<file path="src/rtl/core/msa_pkg.sv">
// Shared types and constants for the Margolus falling-sand block.
// No dependencies; used by the rule logic and the top level.
`timescale 1ns / 1ps

package msa_pkg;

  // Largest supported grid side and the widths that follow from it.
  localparam int GRID_MAX   = 1024;
  localparam int COORD_W    = $clog2(GRID_MAX);
  localparam int PAIR_DEPTH = GRID_MAX / 2;
  localparam int PAIR_AW    = $clog2(PAIR_DEPTH);

  // Field widths of the configuration registers and the stream.
  localparam int SIZE_W   = 11;
  localparam int THRESH_W = 16;
  localparam int RAND_W   = 16;
  localparam int CFG_IDX_W  = 2;
  localparam int CFG_DATA_W = 16;

  // Configuration register indexes.
  localparam logic [CFG_IDX_W-1:0] REG_GRID_SIZE      = 2'd0;
  localparam logic [CFG_IDX_W-1:0] REG_DROP_THRESHOLD = 2'd1;

  // Reset values of the configuration registers.
  localparam logic [SIZE_W-1:0]   GRID_SIZE_RESET = 11'd256;
  localparam logic [THRESH_W-1:0] THRESH_RESET    = 16'd13107;

  // One cell, and the four cells of a 2x2 block (top-left, top-right,
  // bottom-left, bottom-right).
  typedef logic [1:0] cell_t;
  typedef cell_t [3:0] quad_t;

  localparam cell_t CELL_EMPTY = 2'd0;
  localparam cell_t CELL_SAND  = 2'd1;
  localparam cell_t CELL_WALL  = 2'd2;

endpackage

</file>
<file path="src/rtl/core/msa_ram.sv">
// Generic simple dual-port RAM with one write port and one registered read port.
// No dependencies; holds the stored top rows of the sand blocks.
`timescale 1ns / 1ps

module msa_ram #(
  parameter int WIDTH = 4,
  parameter int DEPTH = 512
) (
  input  logic                     clk_i,
  input  logic                     we_i,
  input  logic [$clog2(DEPTH)-1:0] waddr_i,
  input  logic [WIDTH-1:0]         wdata_i,
  input  logic                     re_i,
  input  logic [$clog2(DEPTH)-1:0] raddr_i,
  output logic [WIDTH-1:0]         rdata_o
);

  logic [WIDTH-1:0] mem_q [DEPTH];
  logic [WIDTH-1:0] rdata_q;

  // Write port.
  always_ff @(posedge clk_i) begin
    if (we_i) begin
      mem_q[waddr_i] <= wdata_i;
    end
  end

  // Read port; the data holds until the next read.
  always_ff @(posedge clk_i) begin
    if (re_i) begin
      rdata_q <= mem_q[raddr_i];
    end
  end

  assign rdata_o = rdata_q;

endmodule

</file>
<file path="src/rtl/core/msa_rules.sv">
// Update rules for one 2x2 block of the falling-sand automaton.
// Depends on msa_pkg for the cell and block types.
`timescale 1ns / 1ps

module msa_rules (
  input  msa_pkg::quad_t                    quad_i,
  input  logic [msa_pkg::RAND_W-1:0]        rand_i,
  input  logic [msa_pkg::THRESH_W-1:0]      thresh_i,
  output msa_pkg::quad_t                    quad_o
);

  logic tl, tr, bl, br;
  logic no_wall;

  // Occupancy of each cell; any code from wall up blocks all movement.
  assign tl = (quad_i[0] != msa_pkg::CELL_EMPTY);
  assign tr = (quad_i[1] != msa_pkg::CELL_EMPTY);
  assign bl = (quad_i[2] != msa_pkg::CELL_EMPTY);
  assign br = (quad_i[3] != msa_pkg::CELL_EMPTY);
  assign no_wall = (quad_i[0] < msa_pkg::CELL_WALL) && (quad_i[1] < msa_pkg::CELL_WALL) &&
                   (quad_i[2] < msa_pkg::CELL_WALL) && (quad_i[3] < msa_pkg::CELL_WALL);

  // First matching rule wins.
  always_comb begin
    quad_o = quad_i;
    if (no_wall) begin
      if (tl && !tr && !bl && !br) begin
        // Lone top-left grain falls.
        quad_o[0] = msa_pkg::CELL_EMPTY;
        quad_o[2] = msa_pkg::CELL_SAND;
      end else if (!tl && tr && !bl && !br) begin
        // Lone top-right grain falls.
        quad_o[1] = msa_pkg::CELL_EMPTY;
        quad_o[3] = msa_pkg::CELL_SAND;
      end else if ((tl && !tr && bl && !br) || (!tl && tr && !bl && br) ||
                   (!tl && tr && bl && !br) || (tl && !tr && !bl && br)) begin
        // Two grains on a side or a diagonal settle on the bottom row.
        quad_o = {msa_pkg::CELL_SAND, msa_pkg::CELL_SAND,
                  msa_pkg::CELL_EMPTY, msa_pkg::CELL_EMPTY};
      end else if (tl && tr && !bl && br) begin
        // Top-left slides down beside the bottom-right grain.
        quad_o[0] = msa_pkg::CELL_EMPTY;
        quad_o[2] = msa_pkg::CELL_SAND;
      end else if (tl && tr && bl && !br) begin
        // Top-right slides down beside the bottom-left grain.
        quad_o[1] = msa_pkg::CELL_EMPTY;
        quad_o[3] = msa_pkg::CELL_SAND;
      end else if (tl && tr && !bl && !br) begin
        // A top pair over an empty row drops only on a random draw.
        if (rand_i > thresh_i) begin
          quad_o = {msa_pkg::CELL_SAND, msa_pkg::CELL_SAND,
                    msa_pkg::CELL_EMPTY, msa_pkg::CELL_EMPTY};
        end
      end
    end
  end

endmodule

</file>
<file path="src/rtl/core/margolus_sand_automaton.sv">
// Top level of the Margolus falling-sand block: counters, block store and output group.
// Depends on msa_pkg, msa_ram and msa_rules.
`timescale 1ns / 1ps

// Cells stream in raster order, one transaction per cycle at most, and are grouped into
// 2x2 blocks whose origin alternates between 0 and 1 from frame to frame. Cells of a
// block's top row produce no result; they are written in pairs into a block-row RAM.
// The bottom-left cell is held in a register, and the bottom-right cell reads the pair
// back from the registered RAM port, applies the sand rules and emits the four cells
// of the block, top row first. Cells outside every block come out unchanged. An input
// is accepted every cycle except while stalled as below; the output carries one result
// per cycle while out_ready_i is high, so a block's four cells leave one by one from
// the single output group register, and the input stalls only while that group and the
// stage behind it are full. The RAM needs no clearing pass.
// Configuration writes are accepted in every cycle and should be made while idle.
module margolus_sand_automaton (
  input  logic                           clk_i,
  input  logic                           rst_ni,
  // Configuration write channel.
  input  logic                           cfg_valid_i,
  output logic                           cfg_ready_o,
  input  logic [msa_pkg::CFG_IDX_W-1:0]  cfg_index_i,
  input  logic [msa_pkg::CFG_DATA_W-1:0] cfg_data_i,
  // Cell input channel.
  input  logic                           in_valid_i,
  output logic                           in_ready_o,
  input  logic [1:0]                     cell_in_i,
  input  logic [msa_pkg::RAND_W-1:0]     random_value_i,
  // Result channel.
  output logic                           out_valid_o,
  input  logic                           out_ready_i,
  output logic [msa_pkg::COORD_W-1:0]    out_col_o,
  output logic [msa_pkg::COORD_W-1:0]    out_row_o,
  output logic [1:0]                     cell_out_o,
  output logic                           last_o
);

  localparam int CW = msa_pkg::COORD_W;

  // Configuration registers.
  logic [msa_pkg::SIZE_W-1:0]   grid_size_q;
  logic [msa_pkg::THRESH_W-1:0] thresh_q;

  // Raster position and frame parity.
  logic [CW-1:0] col_q, col_d;
  logic [CW-1:0] row_q, row_d;
  logic          offset_q, offset_d;

  // Held cells of the block in progress.
  msa_pkg::cell_t top_left_q;
  msa_pkg::cell_t held_left_q;

  // Stage one: an item that produces results.
  logic                       s1_valid_q;
  logic                       s1_block_q;
  logic [CW-1:0]              s1_col_q;
  logic [CW-1:0]              s1_row_q;
  msa_pkg::cell_t             s1_cell_q;
  msa_pkg::cell_t             s1_left_q;
  logic [msa_pkg::RAND_W-1:0] s1_rand_q;

  // Output group: one result, or the four cells of a block.
  logic           g_valid_q;
  logic           g_block_q;
  logic [1:0]     g_idx_q;
  logic [CW-1:0]  g_col_q;
  logic [CW-1:0]  g_row_q;
  msa_pkg::quad_t g_quad_q;

  logic [msa_pkg::SIZE_W-1:0] size_eff;
  logic [CW-1:0]              size_m1;
  logic [CW-1:0]              c, r;
  logic                       top, bottom, left, right;
  logic [CW-1:0]              pair_diff;
  logic [msa_pkg::PAIR_AW-1:0] pair_idx;
  logic                       in_fire, s1_move, g_done, out_fire;
  logic                       ram_we, ram_re;
  logic [3:0]                 ram_wdata, ram_rdata;
  msa_pkg::quad_t             blk_quad, new_quad;

  assign cfg_ready_o = 1'b1;

  // Configuration writes; indexes beyond the list are dropped.
  always_ff @(posedge clk_i or negedge rst_ni) begin
    if (!rst_ni) begin
      grid_size_q <= msa_pkg::GRID_SIZE_RESET;
      thresh_q    <= msa_pkg::THRESH_RESET;
    end else if (cfg_valid_i) begin
      unique case (cfg_index_i)
        msa_pkg::REG_GRID_SIZE:      grid_size_q <= cfg_data_i[msa_pkg::SIZE_W-1:0];
        msa_pkg::REG_DROP_THRESHOLD: thresh_q    <= cfg_data_i[msa_pkg::THRESH_W-1:0];
        default: ;
      endcase
    end
  end

  // Effective grid side, clamped to the supported range.
  always_comb begin
    if (grid_size_q < msa_pkg::SIZE_W'(2)) begin
      size_eff = msa_pkg::SIZE_W'(2);
    end else if (grid_size_q > msa_pkg::SIZE_W'(msa_pkg::GRID_MAX)) begin
      size_eff = msa_pkg::SIZE_W'(msa_pkg::GRID_MAX);
    end else begin
      size_eff = grid_size_q;
    end
  end
  assign size_m1 = CW'(size_eff - msa_pkg::SIZE_W'(1));

  // Saturated position and its place in the block grid.
  assign c = (col_q > size_m1) ? size_m1 : col_q;
  assign r = (row_q > size_m1) ? size_m1 : row_q;

  assign top    = (r >= CW'(offset_q)) && (r[0] == offset_q) && (r < size_m1);
  assign bottom = (r > CW'(offset_q)) && (r[0] != offset_q);
  assign left   = (c >= CW'(offset_q)) && (c[0] == offset_q) && (c < size_m1);
  assign right  = (c > CW'(offset_q)) && (c[0] != offset_q);

  // Both cells of a block column pair share one RAM word.
  assign pair_diff = c - CW'(offset_q);
  assign pair_idx  = pair_diff[CW-1:1];

  // Handshake between the stages.
  assign out_fire   = out_valid_o && out_ready_i;
  assign g_done     = out_fire && last_o;
  assign s1_move    = s1_valid_q && (!g_valid_q || g_done);
  assign in_ready_o = !s1_valid_q || s1_move;
  assign in_fire    = in_valid_i && in_ready_o;

  // Top-right completes the stored pair; bottom-right fetches it back.
  assign ram_we    = in_fire && top && right;
  assign ram_wdata = {cell_in_i, top_left_q};
  assign ram_re    = in_fire && bottom && right;

  msa_ram #(
    .WIDTH (4),
    .DEPTH (msa_pkg::PAIR_DEPTH)
  ) u_pair_ram (
    .clk_i   (clk_i),
    .we_i    (ram_we),
    .waddr_i (pair_idx),
    .wdata_i (ram_wdata),
    .re_i    (ram_re),
    .raddr_i (pair_idx),
    .rdata_o (ram_rdata)
  );

  // Raster counters advance on every accepted cell.
  always_comb begin
    col_d    = col_q;
    row_d    = row_q;
    offset_d = offset_q;
    if (in_fire) begin
      if (c >= size_m1) begin
        col_d = '0;
        if (r >= size_m1) begin
          row_d    = '0;
          offset_d = ~offset_q;
        end else begin
          row_d = r + CW'(1);
        end
      end else begin
        col_d = c + CW'(1);
        row_d = r;
      end
    end
  end

  always_ff @(posedge clk_i or negedge rst_ni) begin
    if (!rst_ni) begin
      col_q       <= '0;
      row_q       <= '0;
      offset_q    <= 1'b1;
      held_left_q <= msa_pkg::CELL_EMPTY;
    end else begin
      col_q    <= col_d;
      row_q    <= row_d;
      offset_q <= offset_d;
      if (in_fire && !top && bottom && left) begin
        held_left_q <= cell_in_i;
      end
    end
  end

  // Top-left cell waits for its right neighbor before the pair is written.
  always_ff @(posedge clk_i) begin
    if (in_fire && top && left) begin
      top_left_q <= cell_in_i;
    end
  end

  // Stage one captures every cell that produces results.
  always_ff @(posedge clk_i or negedge rst_ni) begin
    if (!rst_ni) begin
      s1_valid_q <= 1'b0;
    end else if (in_ready_o) begin
      s1_valid_q <= in_fire && !(top && (left || right)) && !(bottom && left);
    end
  end

  always_ff @(posedge clk_i) begin
    if (in_fire) begin
      s1_block_q <= !top && bottom && right;
      s1_col_q   <= c;
      s1_row_q   <= r;
      s1_cell_q  <= cell_in_i;
      s1_left_q  <= held_left_q;
      s1_rand_q  <= random_value_i;
    end
  end

  // Block update from the stored top pair, the held cell and the new cell.
  assign blk_quad = {s1_cell_q, s1_left_q, msa_pkg::cell_t'(ram_rdata[3:2]),
                     msa_pkg::cell_t'(ram_rdata[1:0])};

  msa_rules u_rules (
    .quad_i   (blk_quad),
    .rand_i   (s1_rand_q),
    .thresh_i (thresh_q),
    .quad_o   (new_quad)
  );

  // Output group: loaded from stage one, drained one result per transaction.
  always_ff @(posedge clk_i or negedge rst_ni) begin
    if (!rst_ni) begin
      g_valid_q <= 1'b0;
      g_idx_q   <= '0;
    end else if (s1_move) begin
      g_valid_q <= 1'b1;
      g_idx_q   <= '0;
    end else if (g_done) begin
      g_valid_q <= 1'b0;
      g_idx_q   <= '0;
    end else if (out_fire) begin
      g_idx_q <= g_idx_q + 2'd1;
    end
  end

  always_ff @(posedge clk_i) begin
    if (s1_move) begin
      g_block_q <= s1_block_q;
      if (s1_block_q) begin
        g_col_q  <= s1_col_q - CW'(1);
        g_row_q  <= s1_row_q - CW'(1);
        g_quad_q <= new_quad;
      end else begin
        g_col_q  <= s1_col_q;
        g_row_q  <= s1_row_q;
        g_quad_q <= {msa_pkg::CELL_EMPTY, msa_pkg::CELL_EMPTY, msa_pkg::CELL_EMPTY,
                     s1_cell_q};
      end
    end
  end

  // Result fields of the current position in the group.
  assign out_valid_o = g_valid_q;
  assign out_col_o   = g_col_q + CW'(g_idx_q[0]);
  assign out_row_o   = g_row_q + CW'(g_idx_q[1]);
  assign cell_out_o  = g_quad_q[g_idx_q];
  assign last_o      = g_block_q ? (g_idx_q == 2'd3) : 1'b1;

`ifndef SYNTHESIS
  // A single-cell group never advances past its first result.
  a_pass_single : assert property (@(posedge clk_i) disable iff (!rst_ni)
    g_valid_q && !g_block_q |-> g_idx_q == 2'd0)
    else $error("single-cell group advanced past its only result");

  // The block store is never read and written at one entry in the same cycle.
  a_ram_no_overlap : assert property (@(posedge clk_i) disable iff (!rst_ni)
    ram_we && ram_re |-> 1'b0)
    else $error("block store read and written in one cycle");

  // A waiting stage-one item is kept until the output group takes it.
  a_s1_hold : assert property (@(posedge clk_i) disable iff (!rst_ni)
    s1_valid_q && !s1_move |=> s1_valid_q && $stable(s1_col_q) && $stable(s1_row_q))
    else $error("stage-one item lost while stalled");

  // A group that finished its last result is either refilled or empty.
  a_group_refill : assert property (@(posedge clk_i) disable iff (!rst_ni)
    g_done && !s1_move |=> !g_valid_q)
    else $error("output group still valid after its last result");
`endif

endmodule

</file>
<file path="config.mk">
export PLATFORM = sky130hd
export DESIGN_NAME = margolus_sand_automaton
export DESIGN_NICKNAME = d
export VERILOG_FILES = /design/src/rtl/core/msa_pkg.sv /design/src/rtl/core/msa_ram.sv /design/src/rtl/core/msa_rules.sv /design/src/rtl/core/margolus_sand_automaton.sv
export SDC_FILE = /design/constraint.sdc
export NUM_CORES = 2
export LEC_CHECK = 0
export BUFFER_PORTS_ARGS = -buffer_cell sky130_fd_sc_hd__clkbuf_2
export CAP_MARGIN = 40
export CORE_ASPECT_RATIO = 1.2
export CORE_MARGIN = 3
export CORE_UTILIZATION = 49
export CTS_CLUSTER_DIAMETER = 150
export DETAILED_ROUTE_END_ITERATION = 10
export SLEW_MARGIN = 10
export SYNTH_ARGS = -nofsm -noshare
export SYNTH_HDL_FRONTEND = slang
export SYNTH_SLANG_ARGS = --single-unit
</file>
<file path="constraint.sdc">
create_clock -name clk_i -period 12.78 [get_ports clk_i]
set_clock_uncertainty 0.15 [all_clocks]
set_input_delay 3.834 -clock clk_i [delete_from_list [all_inputs] [get_ports clk_i]]
set_output_delay 3.834 -clock clk_i [all_outputs]
set_load 0.1 [all_outputs]
</file>
==> impl_metrics.toml <==
[placed_design]
place_hpwl_um = 177000
placed_cells = 7811
portBuffers = 65
pre_cts_slack_ns = 1.74
place_congestion = 0.919

[routing]
dr_total_vias = 53000
ant_nets = 0
via_per_inst = 6.46
route.detailed.drc = 0
firstDrtPassIters = 5
drt-initial-drc-count = 6947
routed_wl_um = 277000
drt-wirelength-per-cell_um = 33.8

[floorplanning]
fp.dieW_um = 397
ios = 67
core_sq_um = 181000
die-area_sq_um = 188000
rows = 171
start_util = 0.494
die_h_um = 475

[clocking]
path_clk_slew_ns = 0.06
ctsHoldBuffers = 0
cts.sinks = 2178
cts-resized-gates = 0
cts_tree = "done"
clock-root-buffer = "clkbuf_16"
clk_latency_ns = 0.88
post_cts_buffers = 0
h-tree-depth = 4
clockBufferDepth = 3
cts_made_buffers = 208

[finish]
n_fill_cell = 14400
final_common_cell = "edfxtp_1"
stdcell_count = 8203
mostFrequentLayoutCells = "2124 x edfxtp_1, 613 x nor2_1, 546 x nand2_1"
area_delta_synth_final_pct = 11.9
fin_nets = 5702
seqCellArea_sq_um = 65100
multi_input_area_sq_um = 23100
drive_gt1_frac = 0.181

[setup_path]
crit_arrival_ns = 11.70
critPathLaunchType = "flip-flop"
crit_required_ns = 13.21
crit_type = "flip-flop to flip-flop"
end_kind = "flip-flop"
r2r_start = "grid_size_q[3]$_DFFE_PN0P_"
r2r_end = "u_pair_ram.rdata_o[3]$_DFFE_PP_"
slowest_stage = "or4_1"
cp_max_fo = 87
cpPeakStageDelay_ns = 0.69
reg2reg_slack_ns = 1.51
r2r_cells = 31

[run_status]
status = "finished clean"

[synthesis]
syn_inst = 5485
netlist_area_sq_um = 89700
synth_area_leaders = "edfxtp_1 71%, mux4_2 9.5%, nor2_1 2.6%"
ys_seq_elements = 2178
async_flop_share = 0.0248
yosysTopAreaCellShare = 0.711
syn_area_per_cell_sq_um = 16.4
synth-edff-count = 2124
synth_top_area_cell = "edfxtp_1"
ys_warn_count = 0
ys_types = 92
syn_nets = 5584
synth_seq_area_share = 0.726
ys.flop_type = "edfxtp_1"

[hold_path]
min-delay-start = "held_left_q[0]$_DFFE_PN0P_"
hold_path.class = "flip-flop to flip-flop"
min_to = "s1_left_q[0]$_DFFE_PP_"
whs_path_depth = 0

[grt]
grt.total_usage = 0.295
antenna_found_initial = 13
grt_pass1_wl_um = 394000
overflow = 0
grt_max_degree = 205
grt_pass1_vias = 52300

[pwr]
p_sw_frac = 0.424
p_sw_mw = 11.8
seq_power_share = 0.306
clkPwrFrac = 0.218
pwr-share-comb = 0.477
cellLeakagePower_nw = 31.8
power.internal_mw = 16.0
p_total_mw = 27.8
vdd_drop_max_mv = 0.311
power.density_nw_per_um2 = 277

[timing]
setup_violations = 0
finalCritPeriodShare = 0.882
drv_slew = 0
clock.fmax_ghz = 0.0887
tightestPinTransition_ns = 1.06
setup-tns-final_ns = 0
max-slew-margin-rel = 0.295
setup_slack_ns = 1.51
layout_min_cycle_time_ns = 11.27
rsz0062_at_grt = "false"
hold_violations = 0

[run]
cap_violations = 0
[area by class of cell]
cell class	instances	area share
Antenna cell	6	0.000150
Clock buffer	264	0.0543
Clock inverter	118	0.0115
Inverter	81	0.00303
Multi-Input combinational cell	2888	0.230
Sequential cell	2178	0.649
Tap cell	2422	0.0302
Timing Repair Buffer	246	0.0220
[worst max-delay path by stage]
stage,startpoint,endpoint,slack (ns)
3_5_place_dp,grid_size_q[3]$_DFFE_PN0P_,u_pair_ram.rdata_o[3]$_DFFE_PP_,1.74
5_1_grt,grid_size_q[3]$_DFFE_PN0P_,u_pair_ram.rdata_o[3]$_DFFE_PP_,0.87
2_1_floorplan,grid_size_q[3]$_DFFE_PN0P_,u_pair_ram.rdata_o[2]$_DFFE_PP_,3.10
6_report,grid_size_q[3]$_DFFE_PN0P_,u_pair_ram.rdata_o[3]$_DFFE_PP_,1.51
3_3_place_gp,grid_size_q[3]$_DFFE_PN0P_,u_pair_ram.rdata_o[1]$_DFFE_PP_,0.98
4_1_cts,grid_size_q[3]$_DFFE_PN0P_,u_pair_ram.rdata_o[3]$_DFFE_PP_,1.68
[metal layers]
layer,GRT usage,up-vias,part of all wire
met5,0.00155,-,0.00023
met4,0.148,8,0.059
met3,0.0626,670,0.097
met2,0.466,3160,0.47
met1,0.389,27500,0.37
li1,-,21700,-
[worst max-delay path, delay by kind of cell, from the launching register on]
family | cells | cell delay, ns
simple gates | 8 | 2.52
mux | 2 | 1.19
buf+inv | 5 | 1.76
fa+ha+maj | 3 | 1.02
flops | 1 | 0.44
compound gates | 13 | 3.73
[state kept, by name, summed over array words and instances (netlist names), 4 cells and up]
name                cells
s1_rand_q              16
g_quad_q                8
col_q                  10
u_pair_ram.rdata_o      4
s1_col_q               10
u_pair_ram.mem_q     2048
s1_row_q               10
thresh_q               16
g_col_q                10
row_q                  10
grid_size_q            11
g_row_q                10
[synthesized netlist by cell type, types with 13 or more instances]
library cell  count
edfxtp_1       2124
nor2_1          625
nand2_1         562
mux4_2          377
clkbuf_1        198
nand3_1         197
mux2i_1         133
a21oi_1         103
buf_2            81
inv_1            79
nor3_1           62
ha_1             58
nand4_1          58
o21ai_0          58
a31oi_1          57
mux2_2           51
xnor2_1          45
a22oi_1          44
dfrtp_1          44
buf_1            36
a211oi_1         35
nor4_1           34
and3_1           26
a2111oi_0        24
a22o_1           24
o211ai_1         24
xor2_1           21
buf_4            20
a32oi_1          19
o22ai_1          18
a221oi_1         14
a311oi_1         13
nand2b_1         13
o2111ai_1        13
[cell families after synthesis]
kind of cell,count (synthesis),share of synthesized area
AO/OA/AOI/OAI,545,0.0434
XOR/XNOR,66,0.00645
adder cells (fa/ha/maj),61,0.00843
buffers and inverters,419,0.0198
flip-flops,2178,0.726
multiplexers,562,0.116
other,1,0.0000418
AND/OR/NAND/NOR,1653,0.0794
[through the flow]
step           hold slack, ns  utilization  area [sq um]
5_1_grt                 0.312        0.553        100000
4_1_cts                 0.296        0.553        100000
6_report                0.294        0.553        100000
2_1_floorplan           0.269            -         89700
3_3_place_gp            0.276        0.513         93000
3_5_place_dp            0.281        0.516         93700
[power by group through the flow]
stage,clock network [mW],registers [mW],logic (mW)
5_1_grt,6.37,8.52,13.6
4_1_cts,6.11,8.49,13.0
2_1_floorplan,0,8.83,7.57
3_5_place_dp,0,8.64,13.0
6_report,6.05,8.50,13.2
3_3_place_gp,0,8.65,12.8
Power figures use the tool's default switching activity.
